===== src/rtl/core/pgd_pkg.sv =====
`timescale 1ns / 1ps
package pgd_pkg;

	localparam int MAX_WIDTH     = 2048;
	localparam int PALETTE_DEPTH = 256;
	localparam int Q_DEPTH       = 4;

	localparam int COL_W   = $clog2(MAX_WIDTH);
	localparam int PAL_AW  = $clog2(PALETTE_DEPTH);
	localparam int Q_PTR_W = $clog2(Q_DEPTH);
	localparam int Q_CNT_W = $clog2(Q_DEPTH + 1);

	localparam int PIX_X_W = 11;
	localparam int PIX_Y_W = 16;

	// input word kinds
	localparam logic [1:0] KIND_START = 2'd0;
	localparam logic [1:0] KIND_PALW  = 2'd1;
	localparam logic [1:0] KIND_DATA  = 2'd2;

	// filter modes
	localparam logic [1:0] MODE_COPY     = 2'd0;
	localparam logic [1:0] MODE_PALETTE  = 2'd1;
	localparam logic [1:0] MODE_GRADIENT = 2'd2;

	// configuration register indexes
	localparam logic [1:0] REG_MODE   = 2'd0;
	localparam logic [1:0] REG_COLORS = 2'd1;
	localparam logic [1:0] REG_WIDTH  = 2'd2;
	localparam logic [1:0] REG_HEIGHT = 2'd3;

	typedef enum logic [2:0] {
		OP_START,
		OP_PALW,
		OP_IDX,
		OP_BITS,
		OP_RGB,
		OP_GRAD
	} op_t;

	typedef struct packed {
		op_t         op;
		logic [7:0]  idx;
		logic [23:0] data;
	} cmd_t;

	typedef struct packed {
		logic [1:0]  mode;
		logic [8:0]  colors;
		logic [11:0] width;
		logic [15:0] height;
	} cfg_t;

endpackage


===== src/rtl/core/pgd_queue.sv =====
`timescale 1ns / 1ps
module pgd_queue import pgd_pkg::*; (
	input  logic clk,
	input  logic arst_n,
	input  logic push,
	input  cmd_t push_cmd,
	output logic full,
	input  logic pop,
	output logic head_valid,
	output cmd_t head
);

	cmd_t               mem_q [Q_DEPTH];
	logic [Q_PTR_W-1:0] wr_q, rd_q;
	logic [Q_CNT_W-1:0] cnt_q;
	logic               do_push, do_pop;

	assign full       = (cnt_q == Q_CNT_W'(Q_DEPTH));
	assign head_valid = (cnt_q != '0);
	assign head       = mem_q[rd_q];
	assign do_push    = push && !full;
	assign do_pop     = pop && head_valid;

	always_ff @(posedge clk) begin
		if (do_push) mem_q[wr_q] <= push_cmd;
	end

	always_ff @(posedge clk or negedge arst_n) begin
		if (!arst_n) begin
			wr_q  <= '0;
			rd_q  <= '0;
			cnt_q <= '0;
		end else begin
			if (do_push)
				wr_q <= (wr_q == Q_PTR_W'(Q_DEPTH - 1)) ? '0 : wr_q + 1'b1;
			if (do_pop)
				rd_q <= (rd_q == Q_PTR_W'(Q_DEPTH - 1)) ? '0 : rd_q + 1'b1;
			if (do_push && !do_pop)
				cnt_q <= cnt_q + 1'b1;
			else if (do_pop && !do_push)
				cnt_q <= cnt_q - 1'b1;
		end
	end

endmodule


===== config.mk =====
export PLATFORM = sky130hd
export DESIGN_NAME = pgd_queue
export DESIGN_NICKNAME = d
export VERILOG_FILES = /design/src/rtl/core/pgd_pkg.sv /design/src/rtl/core/pgd_queue.sv
export SDC_FILE = /design/constraint.sdc
export NUM_CORES = 1
export LEC_CHECK = 0
export BUFFER_PORTS_ARGS = -buffer_cell sky130_fd_sc_hd__buf_4
export CAP_MARGIN = 15
export CELL_PAD_IN_SITES_DETAIL_PLACEMENT = 1
export CELL_PAD_IN_SITES_GLOBAL_PLACEMENT = 1
export CORE_MARGIN = 1.5
export CORE_UTILIZATION = 35
export CTS_BUF_LIST = sky130_fd_sc_hd__clkbuf_4
export CTS_CLUSTER_DIAMETER = 50
export DETAILED_ROUTE_END_ITERATION = 10
export PLACE_DENSITY = 0.66
export SYNTH_ARGS = -nofsm -noshare
export SYNTH_HDL_FRONTEND = slang
export SYNTH_SLANG_ARGS = --single-unit

===== constraint.sdc =====
create_clock -name clk -period 2.9 [get_ports clk]
set_input_delay 0.29 -clock clk [delete_from_list [all_inputs] [get_ports clk]]
set_output_delay 0.29 -clock clk [all_outputs]
set_load 0.1 [all_outputs]

# == Word-level counts from Yosys, hierarchy flattened ==
# Memory sizes are Yosys's and may differ from the RTL's.
# Cells that the tools add are included.
# Widths: inputs -> output; s select.
# totals
register_bits,7
ramBits,140
inputBits,39
out_inout_bits,37
word_cells,26
n_memories,1
# classes
addsub,4
n_eq_ne,3
muxes,6
reduce_logical,9
# mem_list
memory,words,width,read_ports,rd_ports_with_merged_regs,wr,line,source
mem_q,4,35,1,0,1,pgd_queue.sv:13,cmd_t mem_q [Q_DEPTH];
# op_table
cell,n
$mux 3,2
$add 2x1->2 const B,2
$eq 2x2->1 const B,2
$logic_and 1x1->1,4
$mux 2,2
$add 3x1->3 const B,1
$eq 3x3->1 const B,1
$logic_not 1->1,3
$reduce_bool 3->1,1
$sub 3x1->3 const B,1
$mux 1,2
$reduce_bool 2->1,1

# == Depth between registers and ports, before layout ==
# Gate-level depths: netlist (run 1).
# depth
word_depth,7
ltp_mapped,8

# == Worst setup path after synthesis (run 1) ==
# OpenSTA, ideal clock, no wires.
# synth_path
kind,register to register
start,register cnt_q[2]
end,memory mem_q[3][0] (netlist bit) (enable)
arrival_time_ps,2194
setup_slack_ps,279
stages_incl_launch_ff,3
path_buffers,0
period_less_slack_ps,2621
path_cell_list,dfrtp_1 > nor3b_4 > nor2_1
# synth_between
elab_chain_len,5
# synth_lines
element,line,source
from (decl),pgd_queue.sv:15,logic [Q_CNT_W-1:0] cnt_q;
from (signal assigned),pgd_queue.sv:39,cnt_q <= cnt_q + 1'b1;
from (signal assigned),pgd_queue.sv:41,cnt_q <= cnt_q - 1'b1;
$eq 3x3->1,pgd_queue.sv:18,assign full = (cnt_q == Q_CNT_W'(Q_DEPTH));
named net full,pgd_queue.sv:7,"output logic full,"
$logic_not 1->1,pgd_queue.sv:21,assign do_push = push && !full;
$logic_and 1x1->1,pgd_queue.sv:21,
$mux 1,pgd_queue.sv:25,if (do_push) mem_q[wr_q] <= push_cmd;
$mux 1 (implied by the code),pgd_queue.sv:25,
to (decl),pgd_queue.sv:13,
# The timed path passes the listed nets, and every way through them passes these cells.

==> impl_metrics.toml, run 1 <==
[global_routing]
grt_max_degree = 38
overflow = 0
antenna_found_initial = 1
grt_pass1_vias = 2899
grt_pass1_wl_um = 15700
grtUsageTotal = 0.134

[die]
rows = 45
die_height_um = 129
die_w_um = 129
coreArea_um2 = 15400
start_util = 0.362
dieArea_um2 = 16700
boundaryPins = 76

[timing]
fmax_mhz = 373
period_needed_ns = 2.68
drv_slew = 0
hold_violations = 0
maxSlewHeadroom = 0.378
finClkSkew_ns = 0.0180
finalCritPeriodShare = 0.925
rsz0062_at_grt = "no"
worstMarginPinSlew_ns = 0.932
setup_viol = 0
tns_ns = 0

[routing]
vias = 2630
drc = 0
drt-total-wl_um = 10100
drtIter0Drc = 219
ant_nets = 0
wl_met1_um = 4230
drtPass1Iterations = 4
routed-wl-met2_um = 5260
top_layer = "met4"
dr_wl_met3_um = 490
routedWlPerCell_um = 17.6
viasPerCell = 4.58

[final_layout]
nets = 395
fin_cells = 574
area_growth_pct = 26.7
drive_gt1_frac = 0.428
n_fill_cell = 1446

[logic_synthesis]
ys_warn_count = 0
synth-compound-area-share = 0
ys_types = 21
syn_area_per_cell_um2 = 25.3
synthCells = 220
synth_simple_gate_area_frac = 0.0157
syn_area_um2 = 5560
ys_ff_latch = 147
synth_top_family_by_area = "multiplexers"
synthAdderAreaFrac = 0.0171
synth_nets = 266
synth-xor-area-share = 0.00472
yosysSeqAreaShare = 0.787
synth_mux_area_frac = 0.157

[clocking]
clk_latency_ns = 0.53
cts_tree = "yes"
clock_path_buffers = 2
cts_resized = 0
root_buffer = "clkbuf_4"
postCtsSetupBuffers = 0
cts_num_sinks = 147
cts_max_level = 4
clk_pin_slew_ns = 0.12
cts_buffers = 17
hold_buffers = 36

[setup_path]
arrival_ns = 2.39
ff2ff_setup_slack_ns = 0.75
reg2reg_depth = 8
timing.rr.start = "cnt_q[0]"
crit_start = "rd_q[0]"
critPathKind = "flop to output port"
required_ns = 2.61
reg2reg_to = "cnt_q[2]"
crit_fanout = 20
crit_path_end = "head[22]"
start_kind = "flop"
endpoint_kind = "output port"
cp_slowest_cell = "dfrtp_2"
path_cells = "buf_12 > mux4_2 > buf_4"
cpPeakStageDelay_ns = 0.80

[status]
outcome = "complete, no violations"

[flow_run]
cap_violations = 0

[place]
dpl.hpwl_um = 6430
gp_congestion = 0.684
port_buffers = 75
placed_cells = 505

[hold_path]
hold_class = "input port to asynchronous set/reset pin"
==> sequential cells by signal (all words and copies together), names as in the netlist <==
name / cells
cnt_q: 3
mem_q: 140
rd_q: 2
wr_q: 2
==> layout by cell type (no fill, tap or decap) <==
| master | n |
|---|---|
| clkinvlp_4 | 4 |
| nor2b_2 | 1 |
| diode_2 | 1 |
| xnor2_1 | 1 |
| dfrtp_2 | 2 |
| nor2_4 | 1 |
| ha_1 | 6 |
| clkinv_4 | 4 |
| buf_4 | 79 |
| bufinv_16 | 2 |
| fa_1 | 1 |
| mux4_1 | 7 |
| nand2_4 | 1 |
| mux2_2 | 3 |
| dfrtp_1 | 5 |
| and2_2 | 3 |
| mux2_1 | 2 |
| inv_6 | 2 |
| mux4_2 | 28 |
| xor2_1 | 2 |
| edfxtp_1 | 140 |
| clkinv_2 | 3 |
| nand2_1 | 1 |
| clkbuf_4 | 17 |
| inv_1 | 3 |
| buf_12 | 3 |
| dlygate4sd3_1 | 36 |
| nor3b_4 | 1 |
| or3_4 | 1 |
| nor2_1 | 3 |
==> final cells by class <==
class                           instances  area, um2  area share
Tap cell                              211        264      0.0375
Multi-Input combinational cell         62       1090       0.155
Inverter                                3       11.3     0.00160
Antenna cell                            1       2.50    0.000355
Clock buffer                           17        128      0.0181
Timing Repair Buffer                  118       1010       0.144
Sequential cell                       147       4380       0.622
Clock inverter                         15        158      0.0224
==> metal layers <==
| metal | up-vias | GRT usage |
|---|---|---|
| li1 | 1198 | - |
| met1 | 1364 | 0.156 |
| met2 | 57 | 0.228 |
| met3 | 11 | 0.0516 |
| met4 | 0 | 0.0496 |
| met5 | - | 0 |
==> critical path, delay by kind of cell, from the launching register on <==
kind	cells	cell delay, ns
flops	1	0.80
buf+inv	2	0.54
mux	1	0.53
==> stage by stage <==
stage,hold slack [ns],instance area [um2],worst slack (ns),utilization
2_1_floorplan,-0.00559,5560,0.279,-
3_3_place_gp,0.109,6400,0.689,0.416
3_5_place_dp,0.112,6400,0.699,0.416
4_1_cts,0.0269,7050,0.0824,0.458
5_1_grt,0.0143,7050,0.0179,0.459
6_report,0.0950,7050,0.216,0.459
==> kinds of logic after synthesis <==
family | count (synthesis)
XOR/XNOR | 3
adder cells (fa/ha/maj) | 7
buffers and inverters | 11
flip-flops | 147
multiplexers | 40
AND/OR/NAND/NOR | 12
==> cells in the mapped netlist (all sizes together) <==
cell type / number / share of area
edfxtp: 140 / 0.76
mux4: 35 / 0.15
buf: 8 / 0.016
dfrtp: 7 / 0.031
ha: 6 / 0.013
mux2: 5 / 0.010
nor2: 4 / 0.0027
and2: 3 / 0.0034
inv: 3 / 0.0020
nand2: 2 / 0.0027
xor2: 2 / 0.0032
fa: 1 / 0.0036
nor2b: 1 / 0.0016
nor3b: 1 / 0.0034
or3: 1 / 0.0020
xnor2: 1 / 0.0016
==> how the worst min path moves through the flow <==
stage,depth (start not counted),to,startpoint
floorplan,0,cnt_q[0],arst_n
global placement,1,cnt_q[2],arst_n
detailed placement,1,cnt_q[2],arst_n
CTS,2,wr_q[1],arst_n
global route,2,wr_q[1],arst_n
finish,2,wr_q[1],arst_n
Power of run 1 is left out: the tool's default activity adds up to more than one toggle a clock period on the data nets, which glitch-free logic cannot reach.
==> run 2, diff against run 1 <==
Settings changed: CORE_UTILIZATION 35 to 51, MAX_ROUTING_LAYER set to met4, PLACE_DENSITY 0.66 to 0.87.
==> run 2 against run 1 <==
Maximum frequency rose by 3.7%. Routed wire length grew 3.9%. Core utilization increased by 20 points. Die area is 31% lower. Non-clock buffer count down 2. First-iteration DRC count is 47% lower.
==> impl_metrics.toml, run 2 (same netlist as run 1, synthesis figures left out) <==
[timing]
setup_viol = 0
rsz0062_at_grt = "no"
period_needed_ns = 2.59
finalCritPeriodShare = 0.892
finClkSkew_ns = 0.0168
worstMarginPinSlew_ns = 0.913
tns_ns = 0
maxSlewHeadroom = 0.391
fmax_mhz = 387
drv_slew = 0
hold_violations = 0

[routing]
drtPass1Iterations = 4
ant_nets = 0
drc = 0
drt-total-wl_um = 10500
viasPerCell = 5.28
vias = 2617
routedWlPerCell_um = 21.1
drtIter0Drc = 116

[place]
gp_congestion = 0.661
dpl.hpwl_um = 6470
placed_cell_area_um2 = 6280
port_buffers = 75

[final_layout]
final_cell_mix = "edfxtp_1, buf_4, dlygate4sd3_1"
seq_area_um2 = 4380
largest_register_ffs = 140
multi_input_area_um2 = 1090
final_common_cell = "edfxtp_1"
reg.largest.list = "mem_q x140, cnt_q x3"
n_fill_cell = 894
regMostFlops = "mem_q"
drive_gt1_frac = 0.422
area_growth_pct = 24.0
diodes = 0
final_area_um2 = 6890
nets = 393

[setup_path]
endpoint_kind = "output port"
start_kind = "flop"
arrival_ns = 2.30
cp_slowest_cell = "dfrtp_4"
critPathKind = "flop to output port"
cpPeakStageDelay_ns = 0.73
crit_fanout = 23
path_cells = "buf_12 > mux4_2 > buf_4"
required_ns = 2.61

[clocking]
cts_tree = "yes"
clock_path_buffers = 2
cts_buffers = 17
cts_num_sinks = 147
root_buffer = "clkbuf_4"
clk_pin_slew_ns = 0.13
clk_latency_ns = 0.52
cts_max_level = 4
postCtsSetupBuffers = 0

[flow_run]
cap_violations = 0

[die]
die_height_um = 107
rows = 37
boundaryPins = 76
dieArea_um2 = 11500
die_w_um = 107
start_util = 0.532
coreArea_um2 = 10500

[hold_path]
hold_class = "input port to asynchronous set/reset pin"

[global_routing]
grt_max_degree = 38
antenna_found_initial = 0
grt_pass1_wl_um = 16500
grt_pass1_vias = 2940
grtUsageTotal = 0.210
overflow = 0

[status]
outcome = "complete, no violations"
-- run 2: worst max-delay path: cells and delay by family (launching register included) --
family / cells / cell delay [ns]
flip-flops: 1 / 0.73
multiplexers: 1 / 0.54
buffers and inverters: 2 / 0.49
-- run 2: through the flow --
stage / hold slack (ns) / worst slack (ns) / cells / util
4_1_cts: 0.0355 / 0.0139 / 496 / 0.659
3_3_place_gp: 0.108 / 0.706 / 428 / 0.600
6_report: 0.103 / 0.313 / 496 / 0.659
5_1_grt: 0.0288 / 0.131 / 496 / 0.659
2_1_floorplan: -0.00559 / 0.279 / 220 / -
3_5_place_dp: 0.109 / 0.632 / 428 / 0.600
-- run 2: what timing repair did --
action | in CTS | in global routing
resized for setup | 0 | 1
setup endpoints to repair | 0 | 16
endpoints found under the hold margin | 147 | 0
hold buffers | 36 | 0
-- run 2: path summary, 6_finish.rpt --
check	cells after the start	slack [ns]	to	startpoint
setup / recovery	3	0.31	head[31]	rd_q[0]
hold / removal	2	0.10	wr_q[1]	arst_n
setup reg to reg	8	0.73	cnt_q[2]	cnt_q[0]
hold reg to reg	1	0.51	cnt_q[2]	cnt_q[2]
max in group asynchronous	2	2.66	rd_q[0]	arst_n
min in group clk	3	0.11	rd_q[1]	pop
-- run 2: layer usage --
| metal | part of all wire | wire, um | track usage |
|---|---|---|---|
| met5 | 0 | 0 | - |
| met4 | 0.014 | 144 | 0.0827 |
| met3 | 0.056 | 590 | 0.0630 |
| met2 | 0.50 | 5260 | 0.324 |
| met1 | 0.43 | 4490 | 0.267 |
-- run 2: area by class of cell --
cell class	count	area share
Tap cell	136	0.0247
Sequential cell	147	0.636
Clock buffer	18	0.0196
Multi-Input combinational cell	62	0.158
Inverter	3	0.00163
Clock inverter	14	0.0169
Timing Repair Buffer	116	0.143
Power of run 2 is left out for the same reason.
