$ cat src/rtl/core/pgd_pkg.sv
`timescale 1ns / 1ps
package pgd_pkg;

	localparam int MAX_WIDTH     = 2048;
	localparam int PALETTE_DEPTH = 256;
	localparam int Q_DEPTH       = 4;

	localparam int COL_W   = $clog2(MAX_WIDTH);
	localparam int PAL_AW  = $clog2(PALETTE_DEPTH);
	localparam int Q_PTR_W = $clog2(Q_DEPTH);
	localparam int Q_CNT_W = $clog2(Q_DEPTH + 1);

	localparam int PIX_X_W = 11;
	localparam int PIX_Y_W = 16;

	// input word kinds
	localparam logic [1:0] KIND_START = 2'd0;
	localparam logic [1:0] KIND_PALW  = 2'd1;
	localparam logic [1:0] KIND_DATA  = 2'd2;

	// filter modes
	localparam logic [1:0] MODE_COPY     = 2'd0;
	localparam logic [1:0] MODE_PALETTE  = 2'd1;
	localparam logic [1:0] MODE_GRADIENT = 2'd2;

	// configuration register indexes
	localparam logic [1:0] REG_MODE   = 2'd0;
	localparam logic [1:0] REG_COLORS = 2'd1;
	localparam logic [1:0] REG_WIDTH  = 2'd2;
	localparam logic [1:0] REG_HEIGHT = 2'd3;

	typedef enum logic [2:0] {
		OP_START,
		OP_PALW,
		OP_IDX,
		OP_BITS,
		OP_RGB,
		OP_GRAD
	} op_t;

	typedef struct packed {
		op_t         op;
		logic [7:0]  idx;
		logic [23:0] data;
	} cmd_t;

	typedef struct packed {
		logic [1:0]  mode;
		logic [8:0]  colors;
		logic [11:0] width;
		logic [15:0] height;
	} cfg_t;

endpackage

$ cat src/rtl/core/pgd_front.sv
`timescale 1ns / 1ps
module pgd_front import pgd_pkg::*; (
	input  logic        clk,
	input  logic        arst_n,
	input  logic        in_valid,
	output logic        in_ready,
	input  logic [1:0]  kind,
	input  logic [7:0]  palette_index,
	input  logic [23:0] palette_color,
	input  logic [7:0]  data_byte,
	input  cfg_t        cfg,
	input  logic        q_full,
	output logic        push,
	output cmd_t        push_cmd
);

	logic [1:0]  phase_q, phase_d;
	logic [15:0] partial_q, partial_d;
	logic        accept;

	assign in_ready = !q_full;
	assign accept   = in_valid && in_ready;

	always_comb begin
		push      = 1'b0;
		push_cmd  = '{op: OP_START, idx: palette_index, data: palette_color};
		phase_d   = phase_q;
		partial_d = partial_q;
		if (accept) begin
			case (kind)
				KIND_START: begin
					push      = 1'b1;
					phase_d   = '0;
					partial_d = '0;
				end
				KIND_PALW: begin
					push        = 1'b1;
					push_cmd.op = OP_PALW;
				end
				KIND_DATA: begin
					if (cfg.mode == MODE_PALETTE) begin
						push         = 1'b1;
						push_cmd.idx = data_byte;
						push_cmd.op  = (cfg.colors <= 9'd2) ? OP_BITS : OP_IDX;
					end else if (phase_q < 2'd2) begin
						// collect R and G, hold until the blue byte arrives
						partial_d = {partial_q[7:0], data_byte};
						phase_d   = phase_q + 2'd1;
					end else begin
						push          = 1'b1;
						push_cmd.op   = (cfg.mode == MODE_GRADIENT) ? OP_GRAD : OP_RGB;
						push_cmd.data = {partial_q, data_byte};
						phase_d       = '0;
						partial_d     = '0;
					end
				end
				default: ;
			endcase
		end
	end

	always_ff @(posedge clk or negedge arst_n) begin
		if (!arst_n) begin
			phase_q   <= '0;
			partial_q <= '0;
		end else begin
			phase_q   <= phase_d;
			partial_q <= partial_d;
		end
	end

endmodule

$ cat config.mk
export PLATFORM = sky130hd
export DESIGN_NAME = pgd_front
export DESIGN_NICKNAME = d
export VERILOG_FILES = /design/src/rtl/core/pgd_pkg.sv /design/src/rtl/core/pgd_front.sv
export SDC_FILE = /design/constraint.sdc
export NUM_CORES = 1
export LEC_CHECK = 0
export ABC_AREA = 1
export BUFFER_PORTS_ARGS = -buffer_cell sky130_fd_sc_hd__buf_2
export CORE_ASPECT_RATIO = 0.7
export CORE_MARGIN = 2
export CORE_UTILIZATION = 25
export CTS_CLUSTER_SIZE = 25
export DETAILED_ROUTE_END_ITERATION = 6
export PLACE_DENSITY_LB_ADDON = 0.25
export SLEW_MARGIN = 20
export SYNTH_ARGS = -nofsm -noshare
export SYNTH_HDL_FRONTEND = slang
export SYNTH_SLANG_ARGS = --single-unit
$ cat constraint.sdc
create_clock -name clk -period 3.6 [get_ports clk]
set_clock_uncertainty 0.15 [all_clocks]
set_input_delay 0.36 -clock clk [delete_from_list [all_inputs] [get_ports clk]]
set_output_delay 0.36 -clock clk [all_outputs]
set_load 0.005 [all_outputs]
== After elaboration in Yosys (flattened, before gate mapping) ==
Index checks and enable logic that the tools add are counted.
Storage, ports and cells
  register bits after elaboration: 18
  input bits: 85
  word-level logic and storage cells: 36
Operators by class
  $add $sub $neg: 1
  $lt $le $gt $ge: 2
  equal/unequal tests: 5
  muxes and demuxes: 20
  reductions and logical operators: 6
Operators with widths (number)
  $mux W24: 2
  $mux W35: 1
  $mux W16: 2
  $mux W32: 1
  $pmux W16 S2: 1
  $le A9 B2 Y1 const B: 1
  $mux W8: 1
  $mux W3: 2
  $pmux W3 S2: 1
  $mux W1: 5
  $eq A2 B1 Y1 const B: 2
  $eq A2 B2 Y1 const B: 2
  $mux W2: 2
  $pmux W2 S2: 1
  $reduce_and A3 Y1: 1
  $add A2 B1 Y2 const B: 1
  $logic_not A2 Y1: 1
  $lt A2 B2 Y1 const B: 1
  $ne A2 B2 Y1 const B: 1
  $pmux W1 S2: 1
  $reduce_bool A2 Y1: 1
  $reduce_or A2 Y1: 1
  $logic_and A1 B1 Y1: 1
  $logic_not A1 Y1: 1

== Logic depth before layout (Yosys ltp) ==
Gate-level depths: netlist (run 1).
  word-level depth: 6
  gate-level depth with buffers: 9
  gate-level depth less buffers: 7

== Worst setup path after synthesis (run 1) ==
OpenSTA, ideal clock, no wires.
  kind: input port to output port
  start: in kind[0]
  end: out push_cmd[31] in the netlist's numbering
  arrival: 1317 ps
  slack: 1773 ps
  stages: 7
  cell sequence: inv_1 -> ha_1 -> inv_2 -> nor3_4 -> buf_6 -> nor2_2 -> a21oi_2
RTL lines
  from (decl): RTL line pgd_front.sv:7  | input logic [1:0] kind,
  to (decl): RTL line pgd_front.sv:14  | output cmd_t push_cmd

==> results of run 1 <==
-- through the flow --
| stage | cells | setup slack (ns) | hold slack [ns] | power (mW) |
|---|---|---|---|---|
| after floorplan | 177 | 1.77 | -0.0856 | 0.311 |
| after global placement | 335 | 1.21 | 0.162 | 0.378 |
| after detailed placement | 335 | 1.19 | 0.165 | 0.381 |
| after CTS | 340 | 1.19 | 0.257 | 0.548 |
| after global routing | 340 | 0.991 | 0.266 | 0.574 |
| final | 340 | 1.22 | 0.251 | 0.538 |
-- synthesized netlist by cell type (2+ instances only) --
library cell	count	area, um^2
sky130_fd_sc_hd__inv_1	33	124
sky130_fd_sc_hd__nand2_1	33	124
sky130_fd_sc_hd__o21ai_0	23	115
sky130_fd_sc_hd__dfrtp_1	18	450
sky130_fd_sc_hd__nor2_1	15	56.3
sky130_fd_sc_hd__a21oi_1	8	40.0
sky130_fd_sc_hd__o22ai_1	8	50.1
sky130_fd_sc_hd__o22ai_2	8	100
sky130_fd_sc_hd__buf_6	6	67.6
sky130_fd_sc_hd__ha_1	4	50.1
sky130_fd_sc_hd__clkbuf_1	3	11.3
sky130_fd_sc_hd__inv_2	2	7.51
sky130_fd_sc_hd__nand2_4	2	22.5
sky130_fd_sc_hd__nor3_4	2	32.5
sky130_fd_sc_hd__o21ai_1	2	10.0
-- critical path, cell delays in order --
cell and delay (ns):
sky130_fd_sc_hd__buf_2 0.12, sky130_fd_sc_hd__inv_1 0.08, sky130_fd_sc_hd__ha_1 0.23, sky130_fd_sc_hd__nand2_1 0.07, sky130_fd_sc_hd__inv_1 0.08, sky130_fd_sc_hd__nand3_2 0.28
sky130_fd_sc_hd__buf_4 0.33, sky130_fd_sc_hd__o21ai_0 0.17, sky130_fd_sc_hd__buf_2 0.13
-- cell families after synthesis --
kind of cell / count (synthesis)
simple gates: 60
flops: 18
fa+ha+maj: 4
buf+inv: 44
compound gates: 50
mux: 1
-- power breakdown --
| group | leakage (nW) | internal, mW | switching, mW |
|---|---|---|---|
| Sequential | 0.246 | 0.221 | 0.00576 |
| Combinational | 0.790 | 0.0731 | 0.0750 |
| Clock | 0.0288 | 0.0971 | 0.0661 |
-- state kept, by name, summed over array words and instances (netlist names) --
register and cells:
partial_q 16, phase_q 2
-- worst paths after layout --
check | from | endpoint | slack, ns | cells past startpoint
max reg2reg | phase_q[1]$_DFFE_PN0P_ | phase_q[0]$_DFFE_PN0P_ | 2.27 | 3
max | kind[0] | push_cmd[9] | 1.22 | 9
max in group asynchronous | arst_n | partial_q[2]$_DFFE_PN0P_ | 2.58 | 2
min | data_byte[0] | partial_q[0]$_DFFE_PN0P_ | 0.25 | 3
min reg2reg | phase_q[0]$_DFFE_PN0P_ | phase_q[0]$_DFFE_PN0P_ | 0.32 | 1
min in group asynchronous | arst_n | partial_q[9]$_DFFE_PN0P_ | 0.42 | 2
-- metal layers --
metal | up-vias | wire length, um | share of wire, % | global-route usage, %
met1 | 600 | 1830 | 53 | 16.4
met2 | 64 | 1360 | 39 | 17.0
li1 | 745 | - | - | -
met3 | 2 | 256 | 7.4 | 2.52
met5 | - | 0 | 0 | 0
met4 | 0 | 27 | 0.78 | 2.27
-- cell type report --
cell class                 instances  area share [%]
sequential                        18            23.8
multi-input combinational        115            35.7
clock buffer                       4            2.91
inverter                          35            6.94
tap                               72            4.76
timing repair buffer              96            25.9
==> summary.md, run 1 <==
| Metric | Value |
|---|---|
| Worst-case clock buffer depth | `2` |
| Maximum clock rate | `about 420 MHz` |
| Non-Filler Cell Area, Final | `1890 um^2` |
| Actual transition at the worst max-transition pin | `0.602 ns` |
| Most used cells in the layout excluding fill and tap cells | `93 x sky130_fd_sc_hd__buf_2, 33 x sky130_fd_sc_hd__inv_1, 33 x sky130_fd_sc_hd__nand2_1, 23 x sky130_fd_sc_hd__o21ai_0, 18 x sky130_fd_sc_hd__dfrtp_1` |
| Total of hold buffers inserted after clock tree synthesis | `1` |
| Floorplan die height | `about 65 um` |
| H-tree lvl count | `1` |
| Instance count of the mapped netlist | `177` |
| Synthesized-area fraction occupied by xor and xnor cells | `0%` |
| Vias post-DR | `1411` |
| Horizontal die dimension | `91.4 um` |
| Utilization after layout | `36.4%` |
| Required arrival time at the worst endpoint | `3.09 ns` |
| Fraction of final layout cells with drive strength greater than 1 | `44.4%` |
| Synthesized-area fraction occupied by ao, oa, aoi and oai cells | `roughly a quarter` |
| Final hold vios | `0` |
| Final critical-path share of the clock period | `between 60% and 70%` |
| TritonCTS sink count | `18` |
| Aggregate routed wire length | `3470 um` |
| Drt pass-1 iters | `4` |
| Avg Inst Size Synth | `7.55 um^2` |
| I/O Buffers | `93` |
| Insertion delay to the later sink of the worst-skew pair | `0.25 ns` |
| Via-to-Cell Ratio | `4.15` |
| Adder and majority cell fraction of the synthesized area | `3.75%` |
| Top Ports | `about 120` |
| Count of endpoints failing setup in the final report | `0` |
| DRC violation count after routing | `0` |
| Distinct cell type count after synthesis | `25` |
| CTS tree | `done` |
| Arrival time worst endpoint | `approximately 1.9 ns` |
| Estimated wirelength of the detail-placed design | `2760 um` |
| Number of antenna violations at the first check in global routing | `0` |
| Primary FF master, synth | `sky130_fd_sc_hd__dfrtp_1` |
| Filler cell count | `556` |
| Cell Area, Placed | `between 1500 and 2000 um^2` |
| Wire length per cell after detailed routing | `10.2 um` |
| Crit end category | `output pin` |
| Largest family of logic cells by synthesized area | `compound AO/OA/AOI/OAI gates` |
| Maximum number of pins on one net before global-route repair | `33` |
| Post-CTS setup buffer count | `0` |
| Max Transition Viols Final | `0` |
| Max-cap check violation count | `0` |
| Count of standard-cell rows | `22` |
| CP Launch Type | `primary input` |
| GP Congestion | `0.787` |
| Net count after synthesis | `266` |
| Peak ir drop on the vdd network | `0.117 mV` |
| Part of the Yosys area used for sequential elements | `33.7%` |
| First-pass GRT wire length | `5310 um` |
| Class of the most critical setup path | `primary input to output pin` |
| P per Cell Area | `roughly 280 nW/um^2` |
| Synth Warn # | `0` |
| Area growth syn-to-layout | `41.7%` |
| Most common library cell in the layout ignoring fill and taps | `sky130_fd_sc_hd__buf_2` |
| Nets | `358` |
| Shortest period the worst path allows | `2.38 ns` |
| GRT overflow | `0` |
| Core outline area | `~5200 um^2` |
| Multi-input gate area | `676 um^2` |
| Leakage | `1.07 nW` |
| Worst-path clk slew | `0.06 ns` |
| Total clock buffers created by CTS | `3` |
| Synthesized-area fraction occupied by and/or/nand/nor cells | `between 20% and 30%` |
| Slew Limit Headroom | `59.7%` |
| Total Negative Setup Slacks | `0 ns` |
| Buffer type at the clock tree root | `sky130_fd_sc_hd__clkbuf_8` |
| FFs w/ async S/R, synth | `100%` |
| Post-synthesis instance area | `around 1300 um^2` |
| Number of resized instances in the post-cts repair step | `0` |
| Setup repair after global routing missed its margin | `no` |
| Worst-path maximum fanout | `32` |
| Outcome | `completed` |
| Via count of the first global-routing pass | `1162` |
| Proportion of synthesized area in mux cells | `0.749%` |
| Initial standard-cell utilization of the core | `between 20% and 30%` |
| Number of flops mapped to enable cells by yosys | `0` |
| Seq. cell area | `450 um^2` |
| Class of the tightest hold or removal check | `primary input to register` |
| FF+latch count, synth | `18` |
| Die ar. | `5960 um^2` |
| Antenna-violating nets left | `0` |
| Initial DRC count | `55` |
| Antenna cells | `0` |
| Aggregate global-route resource usage | `11.2%` |
Power figures use the tool's default switching activity.
==> run 2: changes to the inputs <==
Settings changed: ABC_AREA 1 to 0.
Clock period 3.6 ns to 2 ns, I/O delays scaled along.
==> run 2 against run 1 <==
  * The run now ends with setup timing left
  * Synthesized cell count down 45%
  * Hold slack worse by 0.20 ns
  * Cell count down 20%
  * Sequential power grew 98%
  * Sequential share of layout area fell by 3.4 points
  * Via count is 15% lower
  * Area after synthesis down 7.7%
  * Routed wire length grew 12%
  * Design area up 17%
  * Total power is 94% higher
  * Global-route usage rose by 0.075 points
  * Worst setup slack worse by 1.2 ns
  * Critical path type is now register to output pin
  * Largest cell class unchanged
==> summary.md, run 2 <==
| Metric | Value |
|---|---|
| Routed met3 length | `261 um` |
| First-pass GRT wire length | `approximately 4800 um` |
| Fraction of final layout cells with drive strength greater than 1 | `75.0%` |
| FF+latch count, synth | `18` |
| Setup repair after global routing missed its margin | `yes` |
| Registers with the most flip-flops | `partial_q (16), phase_q (2)` |
| Most area-hungry cell type in the Yosys netlist | `sky130_fd_sc_hd__dfrtp_1` |
| DRC violation count after routing | `0` |
| Final critical-path share of the clock period | `100%` |
| Final hold vios | `0` |
| Vias post-DR | `1204` |
| Slew Limit Headroom | `36.1%` |
| Wire length per cell after detailed routing | `14.2 um` |
| Maximum number of pins on one net before global-route repair | `19` |
| Most instantiated library cell after synthesis | `sky130_fd_sc_hd__mux2_2` |
| FFs w/ async S/R, synth | `100%` |
| Worst path setup slack after routing | `-0.00657 ns` |
| Avg Inst Size Synth | `~13 um^2` |
| Portion of total power attributed to the clock network | `28.6%` |
| P per Cell Area | `472 nW/um^2` |
| TritonCTS sink count | `18` |
| Outcome | `finished with violations` |
| Filler cell count | `between 400 and 500` |
| Insertion delay to the later sink of the worst-skew pair | `0.25 ns` |
| Estimated wirelength of the detail-placed design | `approximately 2700 um` |
| Startpoint of the most critical register-to-register path | `phase_q[1]$_DFFE_PN0P_` |
| Cell Area, Placed | `1820 um^2` |
| Buffer type at the clock tree root | `sky130_fd_sc_hd__clkbuf_8` |
| Violations in the final reports | `setup timing` |
| Worst-path maximum fanout | `8` |
| Arrival time worst endpoint | `1.66 ns` |
| Distinct cell type count after synthesis | `27` |
| Max Transition Viols Final | `0` |
| Fraction of post-synthesis cell area in the top cell type by area | `36.5%` |
| Synth Warn # | `0` |
| NetSw | `0.267 mW` |
| Required arrival time at the worst endpoint | `1.65 ns` |
| Seq. cell area | `roughly 450 um^2` |
| Total clock buffers created by CTS | `3` |
| Sw Ratio | `around a quarter` |
| GRT overflow | `0` |
| Number of antenna violations at the first check in global routing | `0` |
| Overall power | `1.04 mW` |
| Combinational cell fraction of total power | `28.4%` |
| Leakage | `1.13 nW` |
| Top register by number of flip-flops | `partial_q` |
| Top Ports | `around 120` |
| GP Congestion | `0.743` |
| Horizontal die dimension | `roughly 88 um` |
| Part of the Yosys area used for sequential elements | `36.5%` |
| Max reg flops | `16` |
| Pre-CTS setup slack | `0.0189 ns` |
| Internal | `0.777 mW` |
| Most common library cell in the layout ignoring fill and taps | `sky130_fd_sc_hd__buf_2` |
| DRT met1 WL | `1900 um` |
| I/O Buffers | `93` |
| Actual transition at the worst max-transition pin | `0.955 ns` |
| Aggregate routed wire length | `3890 um` |
| Hold path startpoint | `data_byte[3]` |
| Nets | `roughly 290` |
| Via-to-Cell Ratio | `4.41` |
| Commonest cells post-synth | `32 x sky130_fd_sc_hd__mux2_2, 18 x sky130_fd_sc_hd__dfrtp_1, 17 x sky130_fd_sc_hd__a22o_1, 4 x sky130_fd_sc_hd__ha_1, 3 x sky130_fd_sc_hd__inv_1` |
| Maximum clock rate | `498 MHz` |
| Floorplan die height | `62.8 um` |
| Initial DRC count | `20` |
| Primary FF master, synth | `sky130_fd_sc_hd__dfrtp_1` |
| Net count after synthesis | `186` |
| CP Launch Type | `register` |
| Worst-path clk slew | `0.07 ns` |
| Max-cap check violation count | `0` |
| Aggregate global-route resource usage | `11.3%` |
| Non-Filler Cell Area, Final | `approximately 2200 um^2` |
| Top cells by area in the synthesized netlist | `sky130_fd_sc_hd__dfrtp_1 37%, sky130_fd_sc_hd__mux2_2 29%, sky130_fd_sc_hd__a22o_1 12%` |
| Class of the tightest hold or removal check | `primary input to register` |
| Launch point of the critical path | `phase_q[1]$_DFFE_PN0P_` |
| Multi-input gate area | `835 um^2` |
| Most used cells in the layout excluding fill and tap cells | `71 x sky130_fd_sc_hd__buf_2, 24 x sky130_fd_sc_hd__buf_6, 22 x sky130_fd_sc_hd__mux2_4, 18 x sky130_fd_sc_hd__dfrtp_1, 17 x sky130_fd_sc_hd__a22o_1` |
| Area growth syn-to-layout | `79.2%` |
| Instance count of the mapped netlist | `97` |
| Top sig layer | `met4` |
| CTS tree | `done` |
| Part of the total power dissipated in sequential elements | `between 40 and 50%` |
| Crit end category | `output pin` |
| Antenna cells | `0` |
| H-tree lvl count | `1` |
| Worst hold slack across all endpoints | `0.0470 ns` |
| Core outline area | `4760 um^2` |
| Count of standard-cell rows | `21` |
| Post-synthesis instance area | `1230 um^2` |
| Class of the most critical setup path | `register to output pin` |
| Worst-case clock buffer depth | `2` |
| Metal2 WL | `1710 um` |
| Drt pass-1 iters | `4` |
| Number of flops mapped to enable cells by yosys | `0` |
| Initial standard-cell utilization of the core | `25.9%` |
| Antenna-violating nets left | `0` |
| Die ar. | `~5500 um^2` |
| Via count of the first global-routing pass | `1032` |
| Shortest period the worst path allows | `2.01 ns` |
| Peak ir drop on the vdd network | `0.200 mV` |
| Count of endpoints failing setup in the final report | `10` |
run 2: final timing paths:
kind | cells after the start | slack [ns] | to
worst max-delay path | 6 | -0.007 | push_cmd[6]
worst min-delay path | 2 | 0.05 | partial_q[3]$_DFFE_PN0P_
worst max register to register | 3 | 0.11 | phase_q[0]$_DFFE_PN0P_
worst min register to register | 1 | 0.35 | partial_q[13]$_DFFE_PN0P_
max in group asynchronous | 2 | 1.14 | partial_q[10]$_DFFE_PN0P_
min in group asynchronous | 2 | 0.27 | partial_q[0]$_DFFE_PN0P_
run 2: cells by family after synthesis:
logic type	synth area share (%)
buf+inv	3.75
simple gates	9.84
mux	30.1
flops	36.5
compound gates	15.7
fa+ha+maj	4.06
run 2: area by class of cell:
type	count	share of cell area [%]
clock buffer	4	2.49
inverter	3	0.509
multi-input combinational	72	37.7
sequential	18	20.4
tap	69	3.90
timing repair buffer	107	35.0
run 2: repair_timing:
item | in CTS | in global routing
endpoints found under the setup margin | 24 | 32
hold endpoints to repair | 18 | 0
hold buffers | 1 | 0
gates cloned | 0 | 2
gates resized for setup | 0 | 52
buffers inserted | 1 | 3
pin swaps | 0 | 2
run 2: metrics by stage:
stage               setup TNS [ns]  util, %  std cells
finish                     -0.0311     46.5        273
global route                 -1.13     46.5        273
CTS                              0     39.7        268
detailed placement               0     38.2        262
global placement                 0     38.2        262
floorplan                        0        -         97
run 2: critical path, stage by stage, from the launching register on:
cell and delay (ns):
sky130_fd_sc_hd__dfrtp_1 0.36, sky130_fd_sc_hd__nand2_2 0.08, sky130_fd_sc_hd__nor3_4 0.23, sky130_fd_sc_hd__buf_6 0.16
sky130_fd_sc_hd__buf_12 0.14, sky130_fd_sc_hd__mux2_4 0.31, sky130_fd_sc_hd__buf_6 0.12
run 2: routing by layer:
| metal | track usage (%) | vias up |
|---|---|---|
| met3 | 4.23 | 2 |
| met2 | 15.8 | 51 |
| met4 | 1.92 | 0 |
| met5 | 0 | - |
| met1 | 16.6 | 563 |
| li1 | - | 588 |
run 2: power by group through the flow:
stage / clock, mW / combinational (mW) / sequential, mW
2_1_floorplan: 0 / 0.117 / 0.442
3_3_place_gp: 0 / 0.227 / 0.457
3_5_place_dp: 0 / 0.230 / 0.457
4_1_cts: 0.303 / 0.241 / 0.447
5_1_grt: 0.317 / 0.321 / 0.455
6_report: 0.298 / 0.297 / 0.450
